## src/wall_column_texture_mapper_assert.svh

```systemverilog
// Assertion macros for the wall column texture mapper.
`ifndef WALL_COLUMN_TEXTURE_MAPPER_ASSERT_SVH
`define WALL_COLUMN_TEXTURE_MAPPER_ASSERT_SVH
`ifndef SYNTHESIS
// Same-cycle implication, sampled on clk, disabled in reset.
`define WCTM_ASSERT_IMP(lbl, ante, cons) \
  lbl: assert property (@(posedge clk) disable iff (!rst_n) (ante) |-> (cons)) \
    else $error("wctm: implication check failed");
// Next-cycle implication, sampled on clk, disabled in reset.
`define WCTM_ASSERT_NXT(lbl, ante, cons) \
  lbl: assert property (@(posedge clk) disable iff (!rst_n) (ante) |=> (cons)) \
    else $error("wctm: next-cycle check failed");
`else
`define WCTM_ASSERT_IMP(lbl, ante, cons)
`define WCTM_ASSERT_NXT(lbl, ante, cons)
`endif
`endif

```

## src/wctm_pkg.sv

```systemverilog
// Shared types, codes and constants of the wall column texture mapper.
`timescale 1ns / 1ps
package wctm_pkg;

  localparam int SCREEN_ROWS_DEF     = 480;
  localparam int TEXTURE_COLUMNS_DEF = 64;
  localparam int TEXTURE_ROWS_DEF    = 64;

  // Field widths of the streams
  localparam int COL_W  = 10;
  localparam int DIST_W = 24;
  localparam int DIR_W  = 18;
  localparam int POS_W  = 24;
  localparam int ROW_W  = 9;
  localparam int TEX_W  = 6;
  localparam int IN_DATA_W  = 120;
  localparam int OUT_DATA_W = 56;

  localparam logic FUNC_SETUP = 1'b0;
  localparam logic FUNC_STEP  = 1'b1;

  typedef enum logic [1:0] {
    KIND_SETUP = 2'd0,
    KIND_PIXEL = 2'd1,
    KIND_IDLE  = 2'd2
  } kind_t;

  typedef enum logic {
    DIV_HEIGHT = 1'b0,
    DIV_INCR   = 1'b1
  } div_sel_t;

  typedef struct packed {
    logic     load;
    logic     step;
    logic     div_start;
    div_sel_t div_sel;
    logic     h_load;
    logic     span;
    logic     inc_load;
    logic     commit;
  } wctm_cmd_t;

  typedef struct packed {
    logic div_done;
  } wctm_sts_t;

  typedef struct packed {
    kind_t              kind;
    logic [COL_W-1:0]   column;
    logic [ROW_W-1:0]   row;
    logic [TEX_W-1:0]   tex_col;
    logic [TEX_W-1:0]   tex_row;
    logic [ROW_W-1:0]   span_top;
    logic [ROW_W-1:0]   span_bottom;
    logic               last;
  } wctm_result_t;

endpackage

```

## src/wctm_divider.sv

```systemverilog
// Restoring divider, one quotient bit per cycle.
`timescale 1ns / 1ps
module wctm_divider #(
  parameter int W = 25
) (
  input  logic         clk,
  input  logic         rst_n,
  input  logic         start,
  input  logic [W-1:0] dividend,
  input  logic [W-1:0] divisor,
  output logic         done,
  output logic [W-1:0] quotient
);

  localparam int CNT_W = $clog2(W);

  logic [W-1:0]     rem_r, quo_r, divs_r;
  logic [CNT_W-1:0] cnt_r;
  logic             busy_r, done_r;
  logic [W:0]       shifted, diff;
  logic             ge;

  assign shifted = {rem_r, quo_r[W-1]};
  assign diff    = shifted - {1'b0, divs_r};
  assign ge      = !diff[W];

  always_ff @(posedge clk) begin
    if (!rst_n) begin
      busy_r <= 1'b0;
      done_r <= 1'b0;
      cnt_r  <= '0;
    end else begin
      done_r <= 1'b0;
      if (start) begin
        busy_r <= 1'b1;
        cnt_r  <= '0;
      end else if (busy_r) begin
        cnt_r <= cnt_r + 1'b1;
        if (cnt_r == CNT_W'(W - 1)) begin
          busy_r <= 1'b0;
          done_r <= 1'b1;
        end
      end
    end
  end

  always_ff @(posedge clk) begin
    if (start) begin
      rem_r  <= '0;
      quo_r  <= dividend;
      divs_r <= divisor;
    end else if (busy_r) begin
      rem_r <= ge ? diff[W-1:0] : shifted[W-1:0];
      quo_r <= {quo_r[W-2:0], ge};
    end
  end

  assign done     = done_r;
  assign quotient = quo_r;

endmodule

```

## src/wctm_datapath.sv

```systemverilog
// Datapath: slice geometry, texture mapping and per-pixel stepping.
`timescale 1ns / 1ps
module wctm_datapath #(
  parameter int SCREEN_ROWS     = wctm_pkg::SCREEN_ROWS_DEF,
  parameter int TEXTURE_COLUMNS = wctm_pkg::TEXTURE_COLUMNS_DEF,
  parameter int TEXTURE_ROWS    = wctm_pkg::TEXTURE_ROWS_DEF
) (
  input  logic                          clk,
  input  logic                          rst_n,
  input  wctm_pkg::wctm_cmd_t           cmd,
  input  logic [wctm_pkg::COL_W-1:0]    column,
  input  logic                          hit_side,
  input  logic [wctm_pkg::DIST_W-1:0]   wall_distance,
  input  logic signed [wctm_pkg::DIR_W-1:0] dir_x,
  input  logic signed [wctm_pkg::DIR_W-1:0] dir_y,
  input  logic [wctm_pkg::POS_W-1:0]    pos_x,
  input  logic [wctm_pkg::POS_W-1:0]    pos_y,
  output wctm_pkg::wctm_sts_t           sts,
  output wctm_pkg::wctm_result_t        res
);

  localparam int OW_ROW = wctm_pkg::ROW_W;
  localparam int OW_TEX = wctm_pkg::TEX_W;
  localparam int CW     = wctm_pkg::COL_W;
  localparam int DSW    = wctm_pkg::DIST_W;
  localparam int DRW    = wctm_pkg::DIR_W;
  localparam int PSW    = wctm_pkg::POS_W;

  localparam int HW   = $clog2(SCREEN_ROWS + 1) + 16;
  localparam int IW   = $clog2(TEXTURE_ROWS + 1) + 16;
  localparam int DW0  = (HW > IW) ? HW : IW;
  localparam int DW   = (DW0 > DSW) ? DW0 : DSW;
  localparam int RW   = $clog2(SCREEN_ROWS);
  localparam int TCW  = $clog2(TEXTURE_COLUMNS);
  localparam int TCVW = $clog2(TEXTURE_COLUMNS + 1);

  localparam logic [HW-1:0]   H_FULL   = HW'(SCREEN_ROWS * 65536);
  localparam logic [HW-1:0]   H_ONE    = HW'(1);
  localparam logic [HW-1:0]   H_HALF   = HW'(SCREEN_ROWS / 2);
  localparam logic [HW-1:0]   H_ROWS   = HW'(SCREEN_ROWS);
  localparam logic [HW-1:0]   H_LAST   = HW'(SCREEN_ROWS - 1);
  localparam logic [IW-1:0]   INC_NUM  = IW'(TEXTURE_ROWS * 65536);
  localparam logic [TCVW-1:0] TC_MUL   = TCVW'(TEXTURE_COLUMNS);
  localparam logic [TCW-1:0]  TC_LAST  = TCW'(TEXTURE_COLUMNS - 1);
  localparam logic [15:0]     TR_MASK  = 16'(TEXTURE_ROWS - 1);

  // Latched setup request
  logic [CW-1:0]         col_in_r;
  logic                  side_r;
  logic [DSW-1:0]        dist_r;
  logic signed [DRW-1:0] dx_r, dy_r;
  logic [PSW-1:0]        px_r, py_r;

  // Setup pipeline
  logic [HW-1:0]         h_r, offset_r;
  logic [RW-1:0]         top_r, bot_r;
  logic [31+TCVW:0]      tc_prod_r;

  // Slice state
  logic [CW-1:0]         cur_col_r;
  logic [RW-1:0]         cur_row_r, end_row_r, span_top_r;
  logic [TCW-1:0]        tex_col_r;
  logic [31:0]           tex_pos_r;
  logic [IW-1:0]         inc_r;
  logic                  active_r;

  wctm_pkg::wctm_result_t res_r;

  // Divider
  logic [DW-1:0] div_num, div_den, div_q;
  logic          div_done;

  assign div_num = (cmd.div_sel == wctm_pkg::DIV_HEIGHT) ? DW'(H_FULL) : DW'(INC_NUM);
  assign div_den = (cmd.div_sel == wctm_pkg::DIV_HEIGHT) ? DW'(dist_r) : DW'(h_r);

  wctm_divider #(.W(DW)) u_div (
    .clk      (clk),
    .rst_n    (rst_n),
    .start    (cmd.div_start),
    .dividend (div_num),
    .divisor  (div_den),
    .done     (div_done),
    .quotient (div_q)
  );

  assign sts.div_done = div_done;

  // Wall-hit coordinate: only the low 32 bits (the fraction) matter
  logic signed [DRW-1:0]    d_sel;
  logic [PSW-1:0]           p_sel;
  logic signed [DSW+DRW:0]  hit_prod;
  logic [31:0]              frac;
  logic [31+TCVW:0]         tc_prod;

  assign d_sel    = side_r ? dx_r : dy_r;
  assign p_sel    = side_r ? px_r : py_r;
  assign hit_prod = $signed({1'b0, dist_r}) * d_sel;
  assign frac     = {p_sel[15:0], 16'h0000} + hit_prod[31:0];
  assign tc_prod  = frac * TC_MUL;

  // Span from height
  logic [HW-1:0] half_h, bot_sum, top_w, bot_w, off_w;

  assign half_h  = h_r >> 1;
  assign bot_sum = H_HALF + half_h;
  assign top_w   = (half_h >= H_HALF) ? '0 : H_HALF - half_h;
  assign bot_w   = (bot_sum >= H_ROWS) ? H_LAST : bot_sum;
  assign off_w   = (half_h > H_HALF) ? half_h - H_HALF : '0;

  // Commit values
  logic [TCW-1:0]      tc_raw, tc_fin;
  logic                mirror;
  logic [HW+IW-1:0]    pos_prod;

  assign tc_raw   = tc_prod_r[32 +: TCW];
  assign mirror   = (!side_r && !dx_r[DRW-1] && (dx_r != '0)) || (side_r && dy_r[DRW-1]);
  assign tc_fin   = mirror ? TC_LAST - tc_raw : tc_raw;
  assign pos_prod = offset_r * inc_r;

  // Pixel step
  logic        last_w;
  logic [15:0] tr_w;

  assign last_w = cur_row_r >= end_row_r;
  assign tr_w   = tex_pos_r[31:16] & TR_MASK;

  always_ff @(posedge clk) begin
    if (cmd.load) begin
      col_in_r <= column;
      side_r   <= hit_side;
      dist_r   <= wall_distance;
      dx_r     <= dir_x;
      dy_r     <= dir_y;
      px_r     <= pos_x;
      py_r     <= pos_y;
    end
    if (cmd.h_load) begin
      priority if (dist_r == '0) begin
        h_r <= H_FULL;
      end else if (div_q == '0) begin
        h_r <= H_ONE;
      end else begin
        h_r <= div_q[HW-1:0];
      end
    end
    if (cmd.span) begin
      top_r     <= RW'(top_w);
      bot_r     <= RW'(bot_w);
      offset_r  <= off_w;
      tc_prod_r <= tc_prod;
    end
  end

  always_ff @(posedge clk) begin
    if (!rst_n) begin
      cur_col_r  <= '0;
      cur_row_r  <= '0;
      end_row_r  <= '0;
      span_top_r <= '0;
      tex_col_r  <= '0;
      tex_pos_r  <= '0;
      inc_r      <= '0;
      active_r   <= 1'b0;
    end else begin
      if (cmd.inc_load) begin
        inc_r <= div_q[IW-1:0];
      end
      if (cmd.commit) begin
        cur_col_r  <= col_in_r;
        cur_row_r  <= top_r;
        end_row_r  <= bot_r;
        span_top_r <= top_r;
        tex_col_r  <= tc_fin;
        tex_pos_r  <= pos_prod[31:0];
        active_r   <= 1'b1;
      end else if (cmd.step && active_r) begin
        cur_row_r <= cur_row_r + 1'b1;
        tex_pos_r <= tex_pos_r + 32'(inc_r);
        if (last_w) begin
          active_r <= 1'b0;
        end
      end
    end
  end

  // Result register
  always_ff @(posedge clk) begin
    if (cmd.commit) begin
      res_r.kind        <= wctm_pkg::KIND_SETUP;
      res_r.column      <= col_in_r;
      res_r.row         <= '0;
      res_r.tex_col     <= OW_TEX'(tc_fin);
      res_r.tex_row     <= '0;
      res_r.span_top    <= OW_ROW'(top_r);
      res_r.span_bottom <= OW_ROW'(bot_r);
      res_r.last        <= 1'b0;
    end else if (cmd.step) begin
      res_r.column      <= cur_col_r;
      res_r.tex_col     <= OW_TEX'(tex_col_r);
      res_r.span_top    <= OW_ROW'(span_top_r);
      res_r.span_bottom <= OW_ROW'(end_row_r);
      if (active_r) begin
        res_r.kind    <= wctm_pkg::KIND_PIXEL;
        res_r.row     <= OW_ROW'(cur_row_r);
        res_r.tex_row <= OW_TEX'(tr_w);
        res_r.last    <= last_w;
      end else begin
        res_r.kind    <= wctm_pkg::KIND_IDLE;
        res_r.row     <= '0;
        res_r.tex_row <= '0;
        res_r.last    <= 1'b0;
      end
    end
  end

  assign res = res_r;

endmodule

```

## src/wctm_ctrl.sv

```systemverilog
// Controller: request handshake, setup sequencing and output valid.
`timescale 1ns / 1ps
module wctm_ctrl (
  input  logic                clk,
  input  logic                rst_n,
  input  logic                in_valid,
  input  logic                in_func,
  output logic                in_ready,
  output logic                out_valid,
  input  logic                out_ready,
  input  wctm_pkg::wctm_sts_t sts,
  output wctm_pkg::wctm_cmd_t cmd
);

  typedef enum logic [2:0] {
    S_IDLE,
    S_DIV_H,
    S_WAIT_H,
    S_SPAN,
    S_DIV_I,
    S_WAIT_I,
    S_COMMIT
  } state_t;

  state_t state_r, state_nxt;
  logic   out_valid_r, out_valid_nxt;
  logic   accept;

  assign in_ready = (state_r == S_IDLE) && (!out_valid_r || out_ready);
  assign accept   = in_valid && in_ready;

  always_comb begin
    cmd           = '0;
    cmd.div_sel   = wctm_pkg::DIV_HEIGHT;
    state_nxt     = state_r;
    out_valid_nxt = out_valid_r && !out_ready;
    unique case (state_r)
      S_IDLE: begin
        if (accept) begin
          if (in_func == wctm_pkg::FUNC_SETUP) begin
            cmd.load  = 1'b1;
            state_nxt = S_DIV_H;
          end else begin
            cmd.step      = 1'b1;
            out_valid_nxt = 1'b1;
          end
        end
      end
      S_DIV_H: begin
        cmd.div_start = 1'b1;
        state_nxt     = S_WAIT_H;
      end
      S_WAIT_H: begin
        if (sts.div_done) begin
          cmd.h_load = 1'b1;
          state_nxt  = S_SPAN;
        end
      end
      S_SPAN: begin
        cmd.span  = 1'b1;
        state_nxt = S_DIV_I;
      end
      S_DIV_I: begin
        cmd.div_start = 1'b1;
        cmd.div_sel   = wctm_pkg::DIV_INCR;
        state_nxt     = S_WAIT_I;
      end
      S_WAIT_I: begin
        if (sts.div_done) begin
          cmd.inc_load = 1'b1;
          state_nxt    = S_COMMIT;
        end
      end
      S_COMMIT: begin
        // output register is free here: nothing was loaded since the request
        cmd.commit    = 1'b1;
        out_valid_nxt = 1'b1;
        state_nxt     = S_IDLE;
      end
      default: begin
        state_nxt = S_IDLE;
      end
    endcase
  end

  always_ff @(posedge clk) begin
    if (!rst_n) begin
      state_r     <= S_IDLE;
      out_valid_r <= 1'b0;
    end else begin
      state_r     <= state_nxt;
      out_valid_r <= out_valid_nxt;
    end
  end

  assign out_valid = out_valid_r;

endmodule

```

## src/wall_column_texture_mapper.sv

```systemverilog
// Top level of the wall column texture mapper.
`timescale 1ns / 1ps
`include "wall_column_texture_mapper_assert.svh"
// Raycaster wall-slice generator. A setup request (in_tuser = 0) takes the
// column, perpendicular distance, hit side, ray direction and position, and
// returns one setup result with the clamped span and texture column, computed
// with the shared bit-serial divider, run once for the slice height and once for
// the texture step. A step request (in_tuser = 1) returns the next pixel's row
// and texture row, with tlast on the slice's final row, or kind 2 when no slice
// is pending. Steps are taken one per cycle while the output register drains;
// a setup blocks new requests until its result is loaded. A setup during a
// pending slice drops the old slice.
module wall_column_texture_mapper #(
  parameter int SCREEN_ROWS     = wctm_pkg::SCREEN_ROWS_DEF,
  parameter int TEXTURE_COLUMNS = wctm_pkg::TEXTURE_COLUMNS_DEF,
  parameter int TEXTURE_ROWS    = wctm_pkg::TEXTURE_ROWS_DEF
) (
  input  logic                              clk,
  input  logic                              rst_n,
  input  logic                              in_tvalid,
  output logic                              in_tready,
  // column[9:0], hit_side[10], wall_distance[34:11], dir_x[52:35],
  // dir_y[70:53], pos_x[94:71], pos_y[118:95], zero [119]
  input  logic [wctm_pkg::IN_DATA_W-1:0]    in_tdata,
  // func[0]
  input  logic [0:0]                        in_tuser,
  output logic                              out_tvalid,
  input  logic                              out_tready,
  // out_column[9:0], row[18:10], tex_col[24:19], tex_row[30:25],
  // span_top[39:31], span_bottom[48:40], zero [55:49]
  output logic [wctm_pkg::OUT_DATA_W-1:0]   out_tdata,
  // kind[1:0]
  output logic [1:0]                        out_tuser,
  output logic                              out_tlast
);

  wctm_pkg::wctm_cmd_t    cmd;
  wctm_pkg::wctm_sts_t    sts;
  wctm_pkg::wctm_result_t res;

  wctm_ctrl u_ctrl (
    .clk       (clk),
    .rst_n     (rst_n),
    .in_valid  (in_tvalid),
    .in_func   (in_tuser[0]),
    .in_ready  (in_tready),
    .out_valid (out_tvalid),
    .out_ready (out_tready),
    .sts       (sts),
    .cmd       (cmd)
  );

  wctm_datapath #(
    .SCREEN_ROWS     (SCREEN_ROWS),
    .TEXTURE_COLUMNS (TEXTURE_COLUMNS),
    .TEXTURE_ROWS    (TEXTURE_ROWS)
  ) u_dp (
    .clk           (clk),
    .rst_n         (rst_n),
    .cmd           (cmd),
    .column        (in_tdata[9:0]),
    .hit_side      (in_tdata[10]),
    .wall_distance (in_tdata[34:11]),
    .dir_x         (in_tdata[52:35]),
    .dir_y         (in_tdata[70:53]),
    .pos_x         (in_tdata[94:71]),
    .pos_y         (in_tdata[118:95]),
    .sts           (sts),
    .res           (res)
  );

  assign out_tdata = {7'b0000000, res.span_bottom, res.span_top, res.tex_row,
                      res.tex_col, res.row, res.column};
  assign out_tuser = res.kind;
  assign out_tlast = res.last;

  // A setup request keeps the input closed in the following cycle
  `WCTM_ASSERT_NXT(a_setup_blocks, in_tvalid && in_tready && (in_tuser[0] == wctm_pkg::FUNC_SETUP), !in_tready)
  // An emitted pixel lies inside its clamped span
  `WCTM_ASSERT_IMP(a_pixel_in_span, out_tvalid && (res.kind == wctm_pkg::KIND_PIXEL), (res.row >= res.span_top) && (res.row <= res.span_bottom))
  // Non-pixel results carry no row, texture row or last mark
  `WCTM_ASSERT_IMP(a_nonpixel_clear, out_tvalid && (res.kind != wctm_pkg::KIND_PIXEL), (res.row == '0) && (res.tex_row == '0) && !res.last)

endmodule

```

## config.mk

```make
export PLATFORM = sky130hd
export DESIGN_NAME = wall_column_texture_mapper
export DESIGN_NICKNAME = d
export VERILOG_FILES = /design/src/wctm_pkg.sv /design/src/wctm_divider.sv /design/src/wctm_datapath.sv /design/src/wctm_ctrl.sv /design/src/wall_column_texture_mapper.sv
export VERILOG_INCLUDE_DIRS = /design/src /design/src/src
export SDC_FILE = /design/constraint.sdc
export NUM_CORES = 2
export LEC_CHECK = 0
export BUFFER_PORTS_ARGS = -buffer_cell sky130_fd_sc_hd__buf_4
export CAP_MARGIN = 10
export CORE_ASPECT_RATIO = 1.5
export CORE_MARGIN = 10
export CORE_UTILIZATION = 50
export CTS_BUF_LIST = sky130_fd_sc_hd__clkbuf_4 sky130_fd_sc_hd__clkbuf_8 sky130_fd_sc_hd__clkbuf_16
export CTS_CLUSTER_DIAMETER = 80
export DETAILED_ROUTE_END_ITERATION = 8
export PLACE_DENSITY = 0.67
export SLEW_MARGIN = 20
export SYNTH_ARGS = -nofsm -noshare
export SYNTH_HDL_FRONTEND = slang
export SYNTH_SLANG_ARGS = --single-unit
export TNS_END_PERCENT = 100
```

## constraint.sdc

```tcl
create_clock -name clk -period 21.6 [get_ports clk]
set_input_delay 0 -clock clk [delete_from_list [all_inputs] [get_ports clk]]
set_output_delay 0 -clock clk [all_outputs]
set_load 0.005 [all_outputs]
```

==> flow_summary.toml <==
[outcome]
status = "completed"

[placement]
place_hpwl_microns = 74600
dpl-instance-area_sq_mm = 0.0395
gp_congestion = 0.892
dp_cells = 4850
place_ws_ns = 13.14
portBuffers = 161

[logic_synthesis]
syn_area_sq_mm = 0.0374
synth_async_sr_flop_share = 0
ys_warn_count = 0
yosysSeqAreaShare = 0.283
ys_types = 82
synth_area_leaders = "fa_1 (27%), edfxtp_1 (21%), ha_1 (8.3%), dfxtp_1 (7.6%), nand2_1 (6.1%)"
postSynthAreaPerCell_sq_um = 9.74
synth_cells = 3837
synth_top_area_frac = 0.267
synthFlopType = "edfxtp_1"
synth_common_cells = "nand2_1 (612), inv_1 (595), fa_1 (498)"
synth_top_area_cell = "fa_1"
ys_ff_latch = 400
synth_edf_count = 258
yosysMostFrequentCell = "nand2_1"

[min_path]
hp-start = "in_tvalid"
whs_path_depth = 4
hold_end = "u_dp.res[51]$_SDFFE_PP0P_"
hold_class = "input pin to register"

[sta]
finalClockSkew_ns = 0.0370
fin_crit_ns = 8.29
max_freq_mhz = 121
drv_slew = 0
worst_slack_ns = 13.31
rsz0062_at_grt = "no"
tns_ns = 0
tightest_slew_ns = 1.12
max_slew_margin = 0.252
fin_crit_sh = 0.384
setup_viol = 0
finalHoldViolations = 0

[routing]
via_count = 27500
drc = 0
drt-total-wl_microns = 101000
drt_first_pass_iters = 5
wl_per_cell_microns = 20.1
vias_per_cell = 5.46
drtAntennaViolNets = 0
first_iter_violations = 1470

[power]
clkPwrFrac = 0.161
peakVddDrop_mv = 0.315
comb_power_share = 0.639
p_per_area_mw_per_mm2 = 117
netSwitchingFraction = 0.435
p_leak_nw = 18.5
finalPower_mw = 4.91
seq_power_share = 0.200
intPower_mw = 2.77
p_switching_mw = 2.13

[critical_path]
cp_common_cell = "fa_1"
worstRegToRegCells = 23
crit_path_top_delay_cell = "fa_1"
cp_cell_sequence = "buf_4 -> mux2_2 -> buf_4 -> and2_1 -> fa_1 -> inv_1 -> fa_1 -> fa_1 -> inv_1 -> fa_1 -> fa_1 -> fa_1 -> fa_1 -> ha_1 -> nand4_1 -> a2111oi_0 -> o21ai_0 -> nand3_1 -> and4_1 -> a2111oi_4 -> a21oi_1 -> a21oi_1 -> xnor2_1"
critPathCaptureType = "register"
reg2reg_from = "u_dp.side_r$_DFFE_PP_"
required_ns = 21.92
r2r_end = "u_dp.tc_prod_r[37]$_DFFE_PP_"
path_max_fanout = 36
crit_arrival_ns = 8.61
critical_path_class = "register to register"
slowest_delay_ns = 0.57
worst_setup_path_start_kind = "register"
rrSetupSlack_ns = 13.31

[clock_tree]
path_clk_slew_ns = 0.06
cts-resized-gates = 0
insertion_delay_ns = 0.61
numCtsBuffers = 42
cts_tree = "done"
cts-root-buf = "clkbuf_16"
cts_max_path_buffers = 3
htreeDepth = 2
cts.sinks = 400

[final_layout]
finalNonFillerCells = 5035
nets = 4879
fill_cells = 6482
syn_to_final_growth_pct = 12.5
fin_area_sq_mm = 0.0421
num_antenna_cells = 0
final_layout_size_suffix_gt1_frac = 0.0918

[floorplan]
start_util = 0.505
die_h_microns = 355
dieArea_sq_mm = 0.0863
die_x_microns = 243
rows = 122
ioPinCount = 186
core_area_sq_mm = 0.0740

[grt]
grt_pass1_vias = 29600
grt_first_pass_wirelength_microns = 160000
grt_max_degree = 84
grt-ovfl-total = 0
grt_usage = 0.236
grt_antenna_before_repair = 0

[job]
maxCapViolCount = 0
## cell usage in the layout, fill, tap and decap left out, types with 111 or more instances in the layout
master / Yosys / routed
nor2_1: 145 / 143
buf_4: 11 / 213
nand2_1: 612 / 610
fa_1: 498 / 498
xnor2_1: 111 / 111
inv_1: 595 / 593
and2_1: 304 / 304
edfxtp_1: 258 / 258
ha_1: 247 / 247
a21oi_1: 167 / 167
dfxtp_1: 142 / 142
## area by class of cell
class	count	area, sq um	share of cell area
repair buffers	320	2670	0.0635
inverters	597	2240	0.0533
well taps	992	1240	0.0295
flip-flops and latches	400	10600	0.252
multi-input cells	2648	23800	0.566
clock buffers	47	1130	0.0269
clock inverters	31	399	0.00949
## power groups by stage
stage	sequential [mW]	clock [mW]	combinational, mW
4_1_cts	0.979	0.807	3.23
5_1_grt	0.984	0.836	3.62
3_3_place_gp	0.995	0	3.13
2_1_floorplan	0.982	0	2.19
3_5_place_dp	0.995	0	3.18
6_report	0.980	0.791	3.13
## timing repair
action	4_1_cts	5_1_grt
hold buffers	107	0
setup buffers	0	0
endpoints found under the hold margin	126	0
## flip-flops by register name, summed over array words and instances, names as in the netlist, 3 cells and up
register / flops
u_dp.py_r: 16
u_dp.cur_row_r: 9
u_dp.inc_r: 22
u_dp.u_div.quotient: 25
u_dp.res: 52
u_dp.top_r: 9
u_dp.col_in_r: 10
u_dp.h_r: 25
u_dp.u_div.cnt_r: 5
u_dp.u_div.divs_r: 25
u_dp.span_top_r: 9
u_dp.tex_pos_r: 22
u_dp.u_div.rem_r: 25
u_dp.dy_r: 18
u_dp.tc_prod_r: 6
u_ctrl.state_r: 3
u_dp.dx_r: 18
u_dp.dist_r: 24
u_dp.tex_col_r: 6
u_dp.end_row_r: 9
u_dp.bot_r: 9
u_dp.cur_col_r: 10
u_dp.px_r: 16
u_dp.offset_r: 22
## cells by family (layout without fill, tap and decap cells)
logic type | count (synthesis) | count (layout) | share of synthesized area
adders and majority gates | 745 | 745 | 0.349
and+or+nand+nor | 1277 | 1277 | 0.162
AOI/OAI and AO/OA | 394 | 394 | 0.0666
buffers and inverters | 795 | 995 | 0.0818
muxes | 70 | 70 | 0.0204
xor gates and xnor gates | 155 | 155 | 0.0363
other | 1 | 7 | 0.000100
DFF | 400 | 400 | 0.283
## worst max-delay path, delay by kind of cell (launching register included)
family | cells | cell delay, ns
fa+ha+maj | 8 | 3.86
compound gates | 5 | 1.18
simple gates | 4 | 1.10
buf+inv | 4 | 0.83
mux | 1 | 0.55
flops | 1 | 0.32
xor+xnor | 1 | 0.16
## worst max-delay path by stage
| stage | from | endpoint | slack (ns) | cells after the start |
|---|---|---|---|---|
| 2_1_floorplan | u_dp.side_r$_DFFE_PP_ | u_dp.tc_prod_r[37]$_DFFE_PP_ | 14.37 | 25 |
| 3_3_place_gp | u_dp.side_r$_DFFE_PP_ | u_dp.tc_prod_r[37]$_DFFE_PP_ | 13.19 | 23 |
| 3_5_place_dp | u_dp.side_r$_DFFE_PP_ | u_dp.tc_prod_r[37]$_DFFE_PP_ | 13.14 | 23 |
| 4_1_cts | u_dp.side_r$_DFFE_PP_ | u_dp.tc_prod_r[37]$_DFFE_PP_ | 13.14 | 23 |
| 5_1_grt | u_dp.side_r$_DFFE_PP_ | u_dp.tc_prod_r[37]$_DFFE_PP_ | 12.97 | 23 |
| 6_report | u_dp.side_r$_DFFE_PP_ | u_dp.tc_prod_r[37]$_DFFE_PP_ | 13.31 | 23 |
## per-layer routing
metal | GRT usage | vias to the layer above | part of all wire
met5 | 0 | - | 0
met4 | 0.144 | 0 | 0.066
met3 | 0.0334 | 345 | 0.049
met2 | 0.446 | 891 | 0.54
met1 | 0.241 | 13700 | 0.34
li1 | - | 12500 | -
## metrics by stage
step                 util  hold slack (ns)
detailed placement  0.533            0.179
global route        0.568           0.0955
finish              0.568           0.0564
global placement    0.533            0.178
CTS                 0.568           0.0292
floorplan               -           0.0989
Power figures use the tool's default switching activity.
